==> config.mk <==
export PLATFORM = sky130hd
export DESIGN_NAME = garch_variance_filter
export DESIGN_NICKNAME = d
export VERILOG_FILES = /design/src/rtl/gvf_pkg.sv /design/src/rtl/gvf_front.sv /design/src/rtl/gvf_queue.sv /design/src/rtl/gvf_back.sv /design/src/rtl/garch_variance_filter.sv
export VERILOG_INCLUDE_DIRS = /design/src /design/src/rtl
export SDC_FILE = /design/constraint.sdc
export NUM_CORES = 2
export LEC_CHECK = 0
export BUFFER_PORTS_ARGS = -buffer_cell sky130_fd_sc_hd__buf_2
export CAP_MARGIN = 20
export CORE_MARGIN = 2
export CORE_UTILIZATION = 35
export DETAILED_ROUTE_END_ITERATION = 10
export GPL_TIMING_DRIVEN = 0
export SETUP_SLACK_MARGIN = 0.1
export SYNTH_ARGS = -nofsm -noshare
export SYNTH_HDL_FRONTEND = slang
export SYNTH_SLANG_ARGS = --single-unit
export TNS_END_PERCENT = 100
==> constraint.sdc <==
create_clock -name i_clk -period 27.1 [get_ports i_clk]
set_input_delay 4.065 -clock i_clk [delete_from_list [all_inputs] [get_ports i_clk]]
set_output_delay 4.065 -clock i_clk [all_outputs]
set_load 0.02 [all_outputs]
==> src/rtl/garch_variance_filter_macros.svh <==
// Assertion macros used by the filter back end.
`ifndef GARCH_VARIANCE_FILTER_MACROS_SVH
`define GARCH_VARIANCE_FILTER_MACROS_SVH

// Same-cycle implication, disabled while reset is held.
`define GVF_ASSERT_NOW(label, clk, rst_n, ante, cons, msg) \
    label: assert property (@(posedge clk) disable iff (!rst_n) (ante) |-> (cons)) \
        else $error(msg);

// Next-cycle implication, disabled while reset is held.
`define GVF_ASSERT_NEXT(label, clk, rst_n, ante, cons, msg) \
    label: assert property (@(posedge clk) disable iff (!rst_n) (ante) |=> (cons)) \
        else $error(msg);

`endif

==> src/rtl/gvf_pkg.sv <==
package gvf_pkg;

    // Register indexes of the configuration port.
    localparam logic [2:0] REG_MEAN  = 3'd0;
    localparam logic [2:0] REG_OMEGA = 3'd1;
    localparam logic [2:0] REG_ALPHA = 3'd2;
    localparam logic [2:0] REG_BETA  = 3'd3;
    localparam logic [2:0] REG_INIT  = 3'd4;

    // Register reset values.
    localparam logic signed [31:0] MEAN_RESET  = 32'sd0;
    localparam logic [47:0]        OMEGA_RESET = 48'd1;
    localparam logic [31:0]        ALPHA_RESET = 32'd214748365;
    localparam logic [31:0]        BETA_RESET  = 32'd3865470566;
    localparam logic [47:0]        INIT_RESET  = 48'd109951163;

    // One centred sample on its way from the front to the back.
    typedef struct packed {
        logic signed [32:0] centred;
        logic               start;
    } t_item;

    // Queue status seen by its two sides.
    typedef struct packed {
        logic empty;
        logic full;
    } t_q_status;

endpackage

==> src/rtl/gvf_front.sv <==
module gvf_front (
    input  logic                i_clk,
    input  logic                i_rst_n,
    input  logic                i_valid,
    output logic                o_stall,
    input  logic signed [31:0]  i_return_sample,
    input  logic                i_series_start,
    input  logic signed [31:0]  i_mean_return,
    input  gvf_pkg::t_q_status  i_q_status,
    output logic                o_push,
    output gvf_pkg::t_item      o_item
);

    logic           r_valid;
    gvf_pkg::t_item r_item;
    logic           w_take;

    // The stage empties into the queue whenever the queue has room.
    assign o_push  = r_valid && !i_q_status.full;
    assign o_stall = r_valid && i_q_status.full;
    assign w_take  = i_valid && !o_stall;
    assign o_item  = r_item;

    // Centre each beat on the configured mean as it is taken.
    always_ff @(posedge i_clk) begin
        if (!i_rst_n) begin
            r_valid <= 1'b0;
        end else if (w_take) begin
            r_valid <= 1'b1;
        end else if (o_push) begin
            r_valid <= 1'b0;
        end
        if (w_take) begin
            r_item.centred <= {i_return_sample[31], i_return_sample}
                            - {i_mean_return[31], i_mean_return};
            r_item.start   <= i_series_start;
        end
    end

endmodule

==> src/rtl/gvf_queue.sv <==
module gvf_queue #(
    parameter int DEPTH = 2
) (
    input  logic               i_clk,
    input  logic               i_rst_n,
    input  logic               i_push,
    input  gvf_pkg::t_item     i_item,
    input  logic               i_pop,
    output gvf_pkg::t_item     o_item,
    output gvf_pkg::t_q_status o_status
);

    localparam int PW = (DEPTH > 1) ? $clog2(DEPTH) : 1;
    localparam int CW = $clog2(DEPTH + 1);
    localparam logic [PW-1:0] LAST = PW'(DEPTH - 1);

    gvf_pkg::t_item r_mem [DEPTH];
    logic [PW-1:0]  r_wr;
    logic [PW-1:0]  r_rd;
    logic [CW-1:0]  r_count;

    assign o_item          = r_mem[r_rd];
    assign o_status.empty  = (r_count == '0);
    assign o_status.full   = (r_count == CW'(DEPTH));

    // Circular pointers and fill count.
    always_ff @(posedge i_clk) begin
        if (!i_rst_n) begin
            r_wr    <= '0;
            r_rd    <= '0;
            r_count <= '0;
        end else begin
            if (i_push) begin
                r_wr <= (r_wr == LAST) ? '0 : r_wr + 1'b1;
            end
            if (i_pop) begin
                r_rd <= (r_rd == LAST) ? '0 : r_rd + 1'b1;
            end
            if (i_push && !i_pop) begin
                r_count <= r_count + 1'b1;
            end else if (i_pop && !i_push) begin
                r_count <= r_count - 1'b1;
            end
        end
        if (i_push) begin
            r_mem[r_wr] <= i_item;
        end
    end

endmodule

==> src/rtl/gvf_back.sv <==
`include "garch_variance_filter_macros.svh"

module gvf_back (
    input  logic               i_clk,
    input  logic               i_rst_n,
    input  gvf_pkg::t_item     i_item,
    input  gvf_pkg::t_q_status i_q_status,
    output logic               o_pop,
    input  logic [47:0]        i_omega_term,
    input  logic [31:0]        i_alpha_gain,
    input  logic [31:0]        i_beta_gain,
    input  logic [47:0]        i_initial_variance,
    output logic               o_valid,
    input  logic               i_stall,
    output logic [47:0]        o_conditional_variance,
    output logic signed [31:0] o_std_residual,
    output logic               o_saturated
);

    typedef enum logic [3:0] {
        S_IDLE, S_MUL0, S_MUL1, S_MUL2, S_MUL3, S_MUL4, S_MUL5,
        S_SQRT, S_DIV, S_FIN
    } t_state;

    t_state        r_state;
    logic [47:0]   r_var;
    logic [47:0]   r_h;
    logic          r_neg;
    logic [31:0]   r_ae;
    logic [63:0]   r_prod;
    logic [31:0]   r_e2hi;
    logic [95:0]   r_acc;
    logic [31:0]   r_lohi;
    logic [49:0]   r_sum;
    logic [63:0]   r_x;
    logic [34:0]   r_rem;
    logic [31:0]   r_root;
    logic [55:0]   r_num;
    logic [31:0]   r_drem;
    logic [5:0]    r_cnt;
    logic          r_out_valid;
    logic [47:0]   r_out_var;
    logic [31:0]   r_out_res;
    logic          r_out_sat;

    logic [31:0]   w_ma;
    logic [31:0]   w_mb;
    logic [63:0]   w_mp;
    logic [47:0]   w_h0;
    logic [32:0]   w_abs;
    logic [34:0]   w_rsh;
    logic [34:0]   w_trial;
    logic [32:0]   w_dsh;
    logic          w_qbit;
    logic          w_qsat;
    logic [31:0]   w_qmag;
    logic          w_hsat;
    logic [47:0]   w_hn;

    assign o_pop = (r_state == S_IDLE) && !i_q_status.empty;
    assign o_valid = r_out_valid;
    assign o_conditional_variance = r_out_var;
    assign o_std_residual = r_out_res;
    assign o_saturated = r_out_sat;

    // Variance in force for the popped item; a reload is floored at one LSB.
    assign w_h0  = i_item.start ? ((i_initial_variance == '0) ? 48'd1 : i_initial_variance)
                                : r_var;
    assign w_abs = i_item.centred[32] ? 33'(-i_item.centred) : 33'(i_item.centred);

    // Shared 32 by 32 multiplier, operands chosen by the step.
    always_comb begin
        w_ma = r_ae;
        w_mb = r_ae;
        case (r_state)
            S_MUL1: begin w_ma = i_alpha_gain; w_mb = r_prod[31:0]; end
            S_MUL2: begin w_ma = i_alpha_gain; w_mb = r_e2hi; end
            S_MUL3: begin w_ma = i_beta_gain;  w_mb = r_h[31:0]; end
            S_MUL4: begin w_ma = i_beta_gain;  w_mb = {16'd0, r_h[47:32]}; end
            default: begin w_ma = r_ae; w_mb = r_ae; end
        endcase
    end
    assign w_mp = w_ma * w_mb;

    // One root bit and one quotient bit per step.
    assign w_rsh   = {r_rem[32:0], r_x[63:62]};
    assign w_trial = {1'b0, r_root, 2'b01};
    assign w_dsh   = {r_drem, r_num[55]};
    assign w_qbit  = (w_dsh >= {1'b0, r_root});

    // Residual clipping and variance clipping.
    always_comb begin
        if (r_neg) begin
            w_qsat = (r_num > 56'h80000000);
            w_qmag = w_qsat ? 32'h80000000 : r_num[31:0];
        end else begin
            w_qsat = (r_num > 56'h7FFFFFFF);
            w_qmag = w_qsat ? 32'h7FFFFFFF : r_num[31:0];
        end
    end
    assign w_hsat = (r_sum[49:48] != 2'b00);
    assign w_hn   = w_hsat ? 48'hFFFFFFFFFFFF : ((r_sum[47:0] == '0) ? 48'd1 : r_sum[47:0]);

    // Sequencer, datapath registers and the output register.
    always_ff @(posedge i_clk) begin
        if (!i_rst_n) begin
            r_state     <= S_IDLE;
            r_var       <= gvf_pkg::INIT_RESET;
            r_out_valid <= 1'b0;
        end else begin
            // The finish step reloads the output register itself.
            if (r_out_valid && !i_stall && (r_state != S_FIN)) begin
                r_out_valid <= 1'b0;
            end
            unique case (r_state)
                S_IDLE: begin
                    if (o_pop) begin
                        r_h     <= w_h0;
                        r_neg   <= i_item.centred[32];
                        r_ae    <= w_abs[31:0];
                        r_state <= S_MUL0;
                    end
                end
                S_MUL0: begin
                    r_prod  <= w_mp;
                    r_state <= S_MUL1;
                end
                S_MUL1: begin
                    r_e2hi  <= r_prod[63:32];
                    r_prod  <= w_mp;
                    r_state <= S_MUL2;
                end
                S_MUL2: begin
                    r_acc   <= {32'd0, r_prod};
                    r_prod  <= w_mp;
                    r_state <= S_MUL3;
                end
                S_MUL3: begin
                    r_acc   <= r_acc + {r_prod, 32'd0};
                    r_prod  <= w_mp;
                    r_state <= S_MUL4;
                end
                S_MUL4: begin
                    r_sum   <= {2'b00, i_omega_term} + {2'b00, r_acc[95:48]};
                    r_lohi  <= r_prod[63:32];
                    r_prod  <= w_mp;
                    r_state <= S_MUL5;
                end
                S_MUL5: begin
                    r_sum   <= r_sum + {2'b00, r_prod[47:0]} + {18'd0, r_lohi};
                    r_x     <= {r_h, 16'd0};
                    r_rem   <= '0;
                    r_root  <= '0;
                    r_cnt   <= '0;
                    r_state <= S_SQRT;
                end
                S_SQRT: begin
                    r_x <= {r_x[61:0], 2'b00};
                    if (w_rsh >= w_trial) begin
                        r_rem  <= w_rsh - w_trial;
                        r_root <= {r_root[30:0], 1'b1};
                    end else begin
                        r_rem  <= w_rsh;
                        r_root <= {r_root[30:0], 1'b0};
                    end
                    if (r_cnt == 6'd31) begin
                        r_cnt   <= '0;
                        r_num   <= {r_ae, 24'd0};
                        r_drem  <= '0;
                        r_state <= S_DIV;
                    end else begin
                        r_cnt <= r_cnt + 1'b1;
                    end
                end
                S_DIV: begin
                    r_num  <= {r_num[54:0], w_qbit};
                    r_drem <= w_qbit ? 32'(w_dsh - {1'b0, r_root}) : w_dsh[31:0];
                    if (r_cnt == 6'd55) begin
                        r_state <= S_FIN;
                    end else begin
                        r_cnt <= r_cnt + 1'b1;
                    end
                end
                S_FIN: begin
                    if (!r_out_valid || !i_stall) begin
                        r_out_valid <= 1'b1;
                        r_out_var   <= r_h;
                        r_out_res   <= r_neg ? 32'(-w_qmag) : w_qmag;
                        r_out_sat   <= w_qsat || w_hsat;
                        r_var       <= w_hn;
                        r_state     <= S_IDLE;
                    end
                end
                default: r_state <= S_IDLE;
            endcase
        end
    end

    `GVF_ASSERT_NOW(a_var_nonzero, i_clk, i_rst_n, 1'b1, r_var != '0, "variance state is zero")
    `GVF_ASSERT_NEXT(a_pop_starts, i_clk, i_rst_n, o_pop, r_state == S_MUL0, "pop did not start work")
    `GVF_ASSERT_NOW(a_root_range, i_clk, i_rst_n, r_state == S_DIV, r_root >= 32'd256, "root too small")
    `GVF_ASSERT_NEXT(a_out_from_fin, i_clk, i_rst_n, !r_out_valid, !o_valid || $past(r_state == S_FIN), "result without finish")

endmodule

==> src/rtl/garch_variance_filter.sv <==
// Channel  | valid    | stall    | payload
// input    | i_valid  | o_stall  | i_return_sample, i_series_start
// output   | o_valid  | i_stall  | o_conditional_variance, o_std_residual, o_saturated
// config   | i_cfg_we | none     | i_cfg_index, i_cfg_data
// Each item passes through the back end as a pop, six multiply steps on the shared
// 32 by 32 multiplier, a bit-serial square root giving 32 root bits, a bit-serial
// division giving 56 quotient bits and a finish step. The input stage and the queue
// take further beats while the back end works. Reset is synchronous, active low, and
// loads the variance state with the reset initial variance. A stalled result holds
// the back end in its finish cycle; the queue then fills and stalls the input.
module garch_variance_filter #(
    parameter int QUEUE_DEPTH = 2
) (
    input  logic               i_clk,
    input  logic               i_rst_n,
    input  logic               i_valid,
    output logic               o_stall,
    input  logic signed [31:0] i_return_sample,
    input  logic               i_series_start,
    output logic               o_valid,
    input  logic               i_stall,
    output logic [47:0]        o_conditional_variance,
    output logic signed [31:0] o_std_residual,
    output logic               o_saturated,
    input  logic               i_cfg_we,
    input  logic [2:0]         i_cfg_index,
    input  logic [47:0]        i_cfg_data
);

    logic signed [31:0] r_mean;
    logic [47:0]        r_omega;
    logic [31:0]        r_alpha;
    logic [31:0]        r_beta;
    logic [47:0]        r_init;

    gvf_pkg::t_item     w_push_item;
    gvf_pkg::t_item     w_pop_item;
    gvf_pkg::t_q_status w_q_status;
    logic               w_push;
    logic               w_pop;

    // Configuration registers; indexes beyond the list are ignored.
    always_ff @(posedge i_clk) begin
        if (!i_rst_n) begin
            r_mean  <= gvf_pkg::MEAN_RESET;
            r_omega <= gvf_pkg::OMEGA_RESET;
            r_alpha <= gvf_pkg::ALPHA_RESET;
            r_beta  <= gvf_pkg::BETA_RESET;
            r_init  <= gvf_pkg::INIT_RESET;
        end else if (i_cfg_we) begin
            unique case (i_cfg_index)
                gvf_pkg::REG_MEAN:  r_mean  <= i_cfg_data[31:0];
                gvf_pkg::REG_OMEGA: r_omega <= i_cfg_data;
                gvf_pkg::REG_ALPHA: r_alpha <= i_cfg_data[31:0];
                gvf_pkg::REG_BETA:  r_beta  <= i_cfg_data[31:0];
                gvf_pkg::REG_INIT:  r_init  <= i_cfg_data;
                default: ;
            endcase
        end
    end

    gvf_front u_front (
        .i_clk           (i_clk),
        .i_rst_n         (i_rst_n),
        .i_valid         (i_valid),
        .o_stall         (o_stall),
        .i_return_sample (i_return_sample),
        .i_series_start  (i_series_start),
        .i_mean_return   (r_mean),
        .i_q_status      (w_q_status),
        .o_push          (w_push),
        .o_item          (w_push_item)
    );

    gvf_queue #(.DEPTH(QUEUE_DEPTH)) u_queue (
        .i_clk    (i_clk),
        .i_rst_n  (i_rst_n),
        .i_push   (w_push),
        .i_item   (w_push_item),
        .i_pop    (w_pop),
        .o_item   (w_pop_item),
        .o_status (w_q_status)
    );

    gvf_back u_back (
        .i_clk                  (i_clk),
        .i_rst_n                (i_rst_n),
        .i_item                 (w_pop_item),
        .i_q_status             (w_q_status),
        .o_pop                  (w_pop),
        .i_omega_term           (r_omega),
        .i_alpha_gain           (r_alpha),
        .i_beta_gain            (r_beta),
        .i_initial_variance     (r_init),
        .o_valid                (o_valid),
        .i_stall                (i_stall),
        .o_conditional_variance (o_conditional_variance),
        .o_std_residual         (o_std_residual),
        .o_saturated            (o_saturated)
    );

endmodule

# --- Word-level counts from Yosys, hierarchy flattened ---
# Memory sizes are Yosys's and may differ from the RTL's. A register that Yosys moved wholly into a read port is not among the register bits.
# Index checks and enable logic that the tools add are counted.
word_totals:
  regBits: 943
  ram_bits: 68
  in_bits: 89
  word_cells: 168
  memories: 1
mem_list:
  columns: ["memory", "depth", "width", "rd", "rd_ports_with_merged_regs", "wr", "line", "text"]
  rows:
  - ["u_queue.r_mem", 2, 34, 1, 1, 1, "gvf_queue.sv:17", "gvf_pkg::t_item r_mem [DEPTH];"]
classes:
  addsub: 14
  n_mul: 1
  magnitude_cmp: 4
  eq_ne: 22
  mux: 45
  reduce_logical: 50
op_table:
  columns: ["operator", "n"]
  rows:
  - ["32-bit two-way mux", 7]
  - ["48-bit two-way mux", 4]
  - ["32-bit case mux with 2 select lines", 3]
  - ["96-bit case mux with 2 select lines", 1]
  - ["32-bit case mux with 4 select lines", 1]
  - ["64-bit case mux with 2 select lines", 1]
  - ["56-bit case mux with 2 select lines", 1]
  - ["50-bit case mux with 2 select lines", 1]
  - ["96-bit adder", 1]
  - ["48-bit logical NOT", 2]
  - ["33-bit case mux with 2 select lines", 1]
  - ["32-bit by 32-bit multiplier with 64-bit output", 1]
  - ["32-bit negation", 2]
  - ["56-bit by 31-bit > comparator with 1-bit output (second input constant)", 1]
  - ["56-bit by 32-bit > comparator with 1-bit output (second input constant)", 1]
  - ["56-bit two-way mux", 1]
  - ["50-bit by 32-bit adder with 50-bit output", 1]
  - ["50-bit by 48-bit adder with 50-bit output", 1]
  - ["48-bit by 48-bit adder with 49-bit output", 1]
  - ["4-bit case mux with 10 select lines", 1]
  - ["35-bit by 34-bit greater-or-equal comparator with 1-bit output", 1]
  - ["33-bit by 32-bit greater-or-equal comparator with 1-bit output", 1]
  - ["33-bit two-way mux", 1]
  - ["32-bit by 32-bit subtractor with 33-bit output", 1]
  - ["37 further kinds", 99]

# --- Longest topological paths before layout ---
logic_depth:
  ltp_word: 7
  ltp_mapped: 39
  ltp_nobuf: 33

# --- Modules after synthesis ---
# From an unflattened synthesis, not the netlist that was laid out.
unflattened:
  cells_unflattened: 8832
  hier_area_um2: 85548.3
by_module_without_submodules:
  columns: ["module", "instances", "cells_each", "area_each_um2", "seq_area_each_um2"]
  rows:
  - ["gvf_back", 1, 7677, 72597.1, 19408.6]
  - ["garch_variance_filter", 1, 710, 7322.0, 3843.7]
  - ["gvf_front", 1, 317, 2957.8, 1041.0]
  - ["gvf_queue", 1, 128, 2671.3, 2142.1]

# --- Worst setup path after synthesis ---
# No wires, ideal clock.
synth_timing:
  path_kind: "input -> register"
  start: "in i_rst_n"
  end: "reg u_back.r_rem[0], enable pin"
  setup_ps: 723
  t_arrival_ps: 12104
  t_required_ps: 26377
  setup_slack_ps: 14273
  cell_stages: 3
  path_cell_list: "clkbuf_1 inv_1 nor3_1"
synth_via:
  elab_chain_len: 1
synth_lines:
  columns: ["item", "line", "text"]
  rows:
  - ["start: declaration", "garch_variance_filter.sv:15", "input logic i_rst_n,"]
  - ["2-bit AND reduction (no line)", null, null]
  - ["end signal: assignment", "gvf_back.sv:160", "r_rem <= w_rsh - w_trial;"]
  - ["end signal: assignment", "gvf_back.sv:163", "r_rem <= w_rsh;"]
  - ["end: declaration", "gvf_back.sv:36", "logic [34:0] r_rem;"]
# No other way between the ends.
# A chain may end at the register's enable or synchronous reset.

# --- Worst setup path in the final report ---
layout_timing:
  start: "reg u_back.r_state[3]"
  end: "reg u_back.r_prod[56], data pin"
layout_via:
  elab_chain_len: 4
layout_lines:
  columns: ["item", "line", "text"]
  rows:
  - ["start: declaration", "gvf_back.sv:25", "t_state r_state;"]
  - ["start signal: assignment", "gvf_back.sv:107", "r_state <= S_IDLE;"]
  - ["start signal: assignment", "gvf_back.sv:121", "r_state <= S_MUL0;"]
  - ["start signal: assignment", "gvf_back.sv:126", "r_state <= S_MUL1;"]
  - ["4-bit by 3-bit == test with 1-bit output / 4-bit by 2-bit == test with 1-bit output (equally long branches)", "gvf_back.sv:75", "case (r_state)"]
  - ["2-bit OR reduction (no line)", null, null]
  - ["32-bit case mux with 2 select lines", "gvf_back.sv:75", null]
  - ["32-bit by 32-bit multiplier with 64-bit output (*)", "gvf_back.sv:83", "assign w_mp = w_ma * w_mb;"]
  - ["via u_back.w_mp[56]", "gvf_back.sv:48", "logic [63:0] w_mp;"]
  - ["end signal: assignment", "gvf_back.sv:125", "r_prod <= w_mp;"]
  - ["end signal: assignment", "gvf_back.sv:130", "r_prod <= w_mp;"]
  - ["end signal: assignment", "gvf_back.sv:135", "r_prod <= w_mp;"]
  - ["end: declaration", "gvf_back.sv:30", "logic [63:0] r_prod;"]
# Mark *: on every way through the listed nets, which the timed path passes. The rest lies on a longest branch.

==> impl_metrics.toml <==
[yosys]
syn_nets = 10449
yosysUniqueCellTypes = 108
ys.warnings.count = 0
ys.flop_type = "edfxtp_1"
netlist_area_sq_um = 85400
netlist_instances = 8887
synth_edf_count = 713
ys_seq_area_frac = 0.309
async_flop_share = 0
syn_area_per_cell_sq_um = 9.61
synth_seq_cells = 964

[setup_path]
cp.depth = 29
critPathMaxStageDelay_ns = 0.87
critPathMaxFanout = 10
crit_family = "adder cells"
crit_required_ns = 27.57
end_kind = "flop"
critPathLaunchType = "flop"
cp_slowest_cell = "clkbuf_1"
rrSetupSlack_ns = 14.71
worstSetupPathType = "flop to flop"
crit_buf_inv = 7
r2r-end = "u_back.r_prod[56]"
cp-startpoint = "u_back.r_state[3]"
worst_ep_arrival_time_ns = 12.85
endpoint = "u_back.r_prod[56]"
cp_common_cell = "fa_1"
ff2ff_path_depth = 29
reg2reg_from = "u_back.r_state[3]"

[floorplanning]
rows = 181
dieHeight_microns = 498
coreArea_sq_um = 243000
die_w_microns = 498
start_util = 0.352
dieArea_sq_um = 248000
ios = 172

[timing]
worst_slew_pin_slew_ns = 1.39
setup_violations = 0
grt_setup_unrepaired = "false"
timing.final.crit_share = 0.457
relSlewSlack = 0.0703
hold_viol = 0
final-max-slew-violation-count = 0
min_period_ns = 12.39
worst_clock_skew_ns = 0.0337
fin_tns_setup_ns = 0
fmax_mhz = 80.7

[grt]
antenna_found_initial = 31
grt_max_degree = 65
grt_pass1_wl_microns = 479000
track_usage = 0.264
grt_pass1_vias = 68550
overflow = 0

[final_layout]
nNetsFinal = 10799
fin_area_sq_um = 94800
area_growth_pct = 11.0
drive_above_1_share = 0.0725
nFillCells = 24158

[run_status]
status = "complete, no violations"

[clocking]
cts_tree = "yes"
cts_resized = 0
cts_root_buf = "clkbuf_16"
holdBufCountCts = 0
cts_buffers = 98
h-tree-depth = 3
clk_pin_slew_ns = 0.07
clockBufferDepth = 3
cts_setup_buffers = 0
clock_latency_ns = 0.74
numClockSinks = 964

[placed_design]
io_buffers = 171
gp_congestion = 1.04
placed_area_sq_um = 91300
place.detailed.hpwl_microns = 272000

[routing]
drt_pass1_iterations = 8
avgViaCountPerCell = 5.63
wire_per_inst_microns = 26.7
drtAntennaViolNets = 0
drc = 0
wl_microns = 335000
vias = 70541
detail_route.iter0.violations = 8855

[run]
maxCapViolations = 0

[worst_hold_path]
hold_path_class = "flop to flop"
## cell usage after synthesis (70+ instances only)
library cell	n	share of area
xor2_1	127	0.013
dfxtp_1	251	0.059
nand2_1	1219	0.054
o21ai_0	279	0.016
nand2b_1	70	0.0051
a21o_1	168	0.015
mux2i_1	86	0.010
mux2_2	95	0.013
inv_1	1037	0.046
nor2_1	978	0.043
a21oi_1	394	0.023
a21boi_0	153	0.013
nor3_1	74	0.0043
xnor2_1	198	0.020
ha_1	540	0.079
edfxtp_1	713	0.25
fa_1	933	0.22
clkbuf_1	395	0.017
nand3_1	128	0.0075
## layer usage
metal  up-vias  track usage  share of wire
met4        22        0.119          0.054
li1      30470            -              -
met1     35391        0.369           0.42
met2      3896        0.382           0.41
met5         -            0        0.00046
met3       762       0.0675           0.11
## flip-flops by register name, summed over array words and instances (netlist names), 33 cells and up, named ones only
signal,flops
u_back.r_sum,50
r_init,48
u_back.r_x,48
u_back.r_prod,64
u_back.o_conditional_variance,48
u_queue.r_mem,68
u_back.r_acc,64
u_back.r_rem,33
u_back.r_h,48
u_front.o_item,34
u_back.r_num,56
u_back.r_var,48
r_omega,48
## worst min-delay path by stage
stage                            start              endpoint  cells past startpoint
floorplan            u_front.o_item[0]   u_queue.r_mem[0][0]                      0
global placement    u_front.o_item[21]  u_queue.r_mem[0][21]                      0
detailed placement  u_front.o_item[21]  u_queue.r_mem[0][21]                      0
CTS                 u_front.o_item[23]  u_queue.r_mem[1][23]                      0
global route        u_front.o_item[17]  u_queue.r_mem[0][17]                      0
finish              u_front.o_item[23]  u_queue.r_mem[1][23]                      0
## kinds of logic after synthesis
logic type      synth area share
compound gates             0.125
buf+inv                   0.0669
simple gates               0.145
fa+ha+maj                  0.298
xor+xnor                  0.0333
flops                      0.309
mux                       0.0226
## stage by stage
stage	util	std cells	setup WS [ns]	hold slack, ns
after floorplan	-	8887	14.27	0.421
after global placement	0.372	12260	9.01	0.430
after detailed placement	0.376	12328	15.04	0.438
after CTS	0.390	12514	15.03	0.451
after global routing	0.390	12526	14.40	0.471
final	0.390	12533	14.71	0.447
## layout by cell type (no fill, tap or decap), types with 40 or more instances in the layout
master,instances
xor2_1,127
o21bai_1,48
nor2b_1,54
o21a_1,57
xnor2_1,198
edfxtp_1,713
clkbuf_1,415
nand4_1,69
and3_1,63
nand3_1,128
a31oi_1,45
a221oi_1,55
a21boi_0,153
a21o_1,168
mux2_2,95
nand2b_1,70
nor3_1,72
dfxtp_1,251
buf_2,190
a21oi_1,392
nor4_1,40
inv_1,1037
o21ai_0,276
nand2_1,1219
fa_1,933
clkbuf_16,102
ha_1,540
and2_1,59
nor2_1,976
mux2i_1,86
## layout make-up
class / instances / area (sq um) / share of cell area
multi-input combinational: 6430 / 53500 / 0.564
sequential: 964 / 26400 / 0.279
tap: 3202 / 4010 / 0.0423
inverter: 1039 / 3900 / 0.0411
clock buffer: 128 / 2710 / 0.0286
timing repair buffer: 250 / 1820 / 0.0192
buffer: 454 / 1820 / 0.0191
clock inverter: 58 / 643 / 0.00678
antenna: 8 / 20.0 / 0.000211
## worst reg2reg max path: cells and delay by family (launching register included)
kind	cells	cell delay [ns]
fa+ha+maj	9	4.52
buf+inv	7	3.03
compound gates	7	3.00
simple gates	5	1.10
flops	1	0.29
xor+xnor	1	0.18
Power is not shown: default switching activity piles up to over one toggle a cycle in this logic, so the estimate is an artifact.
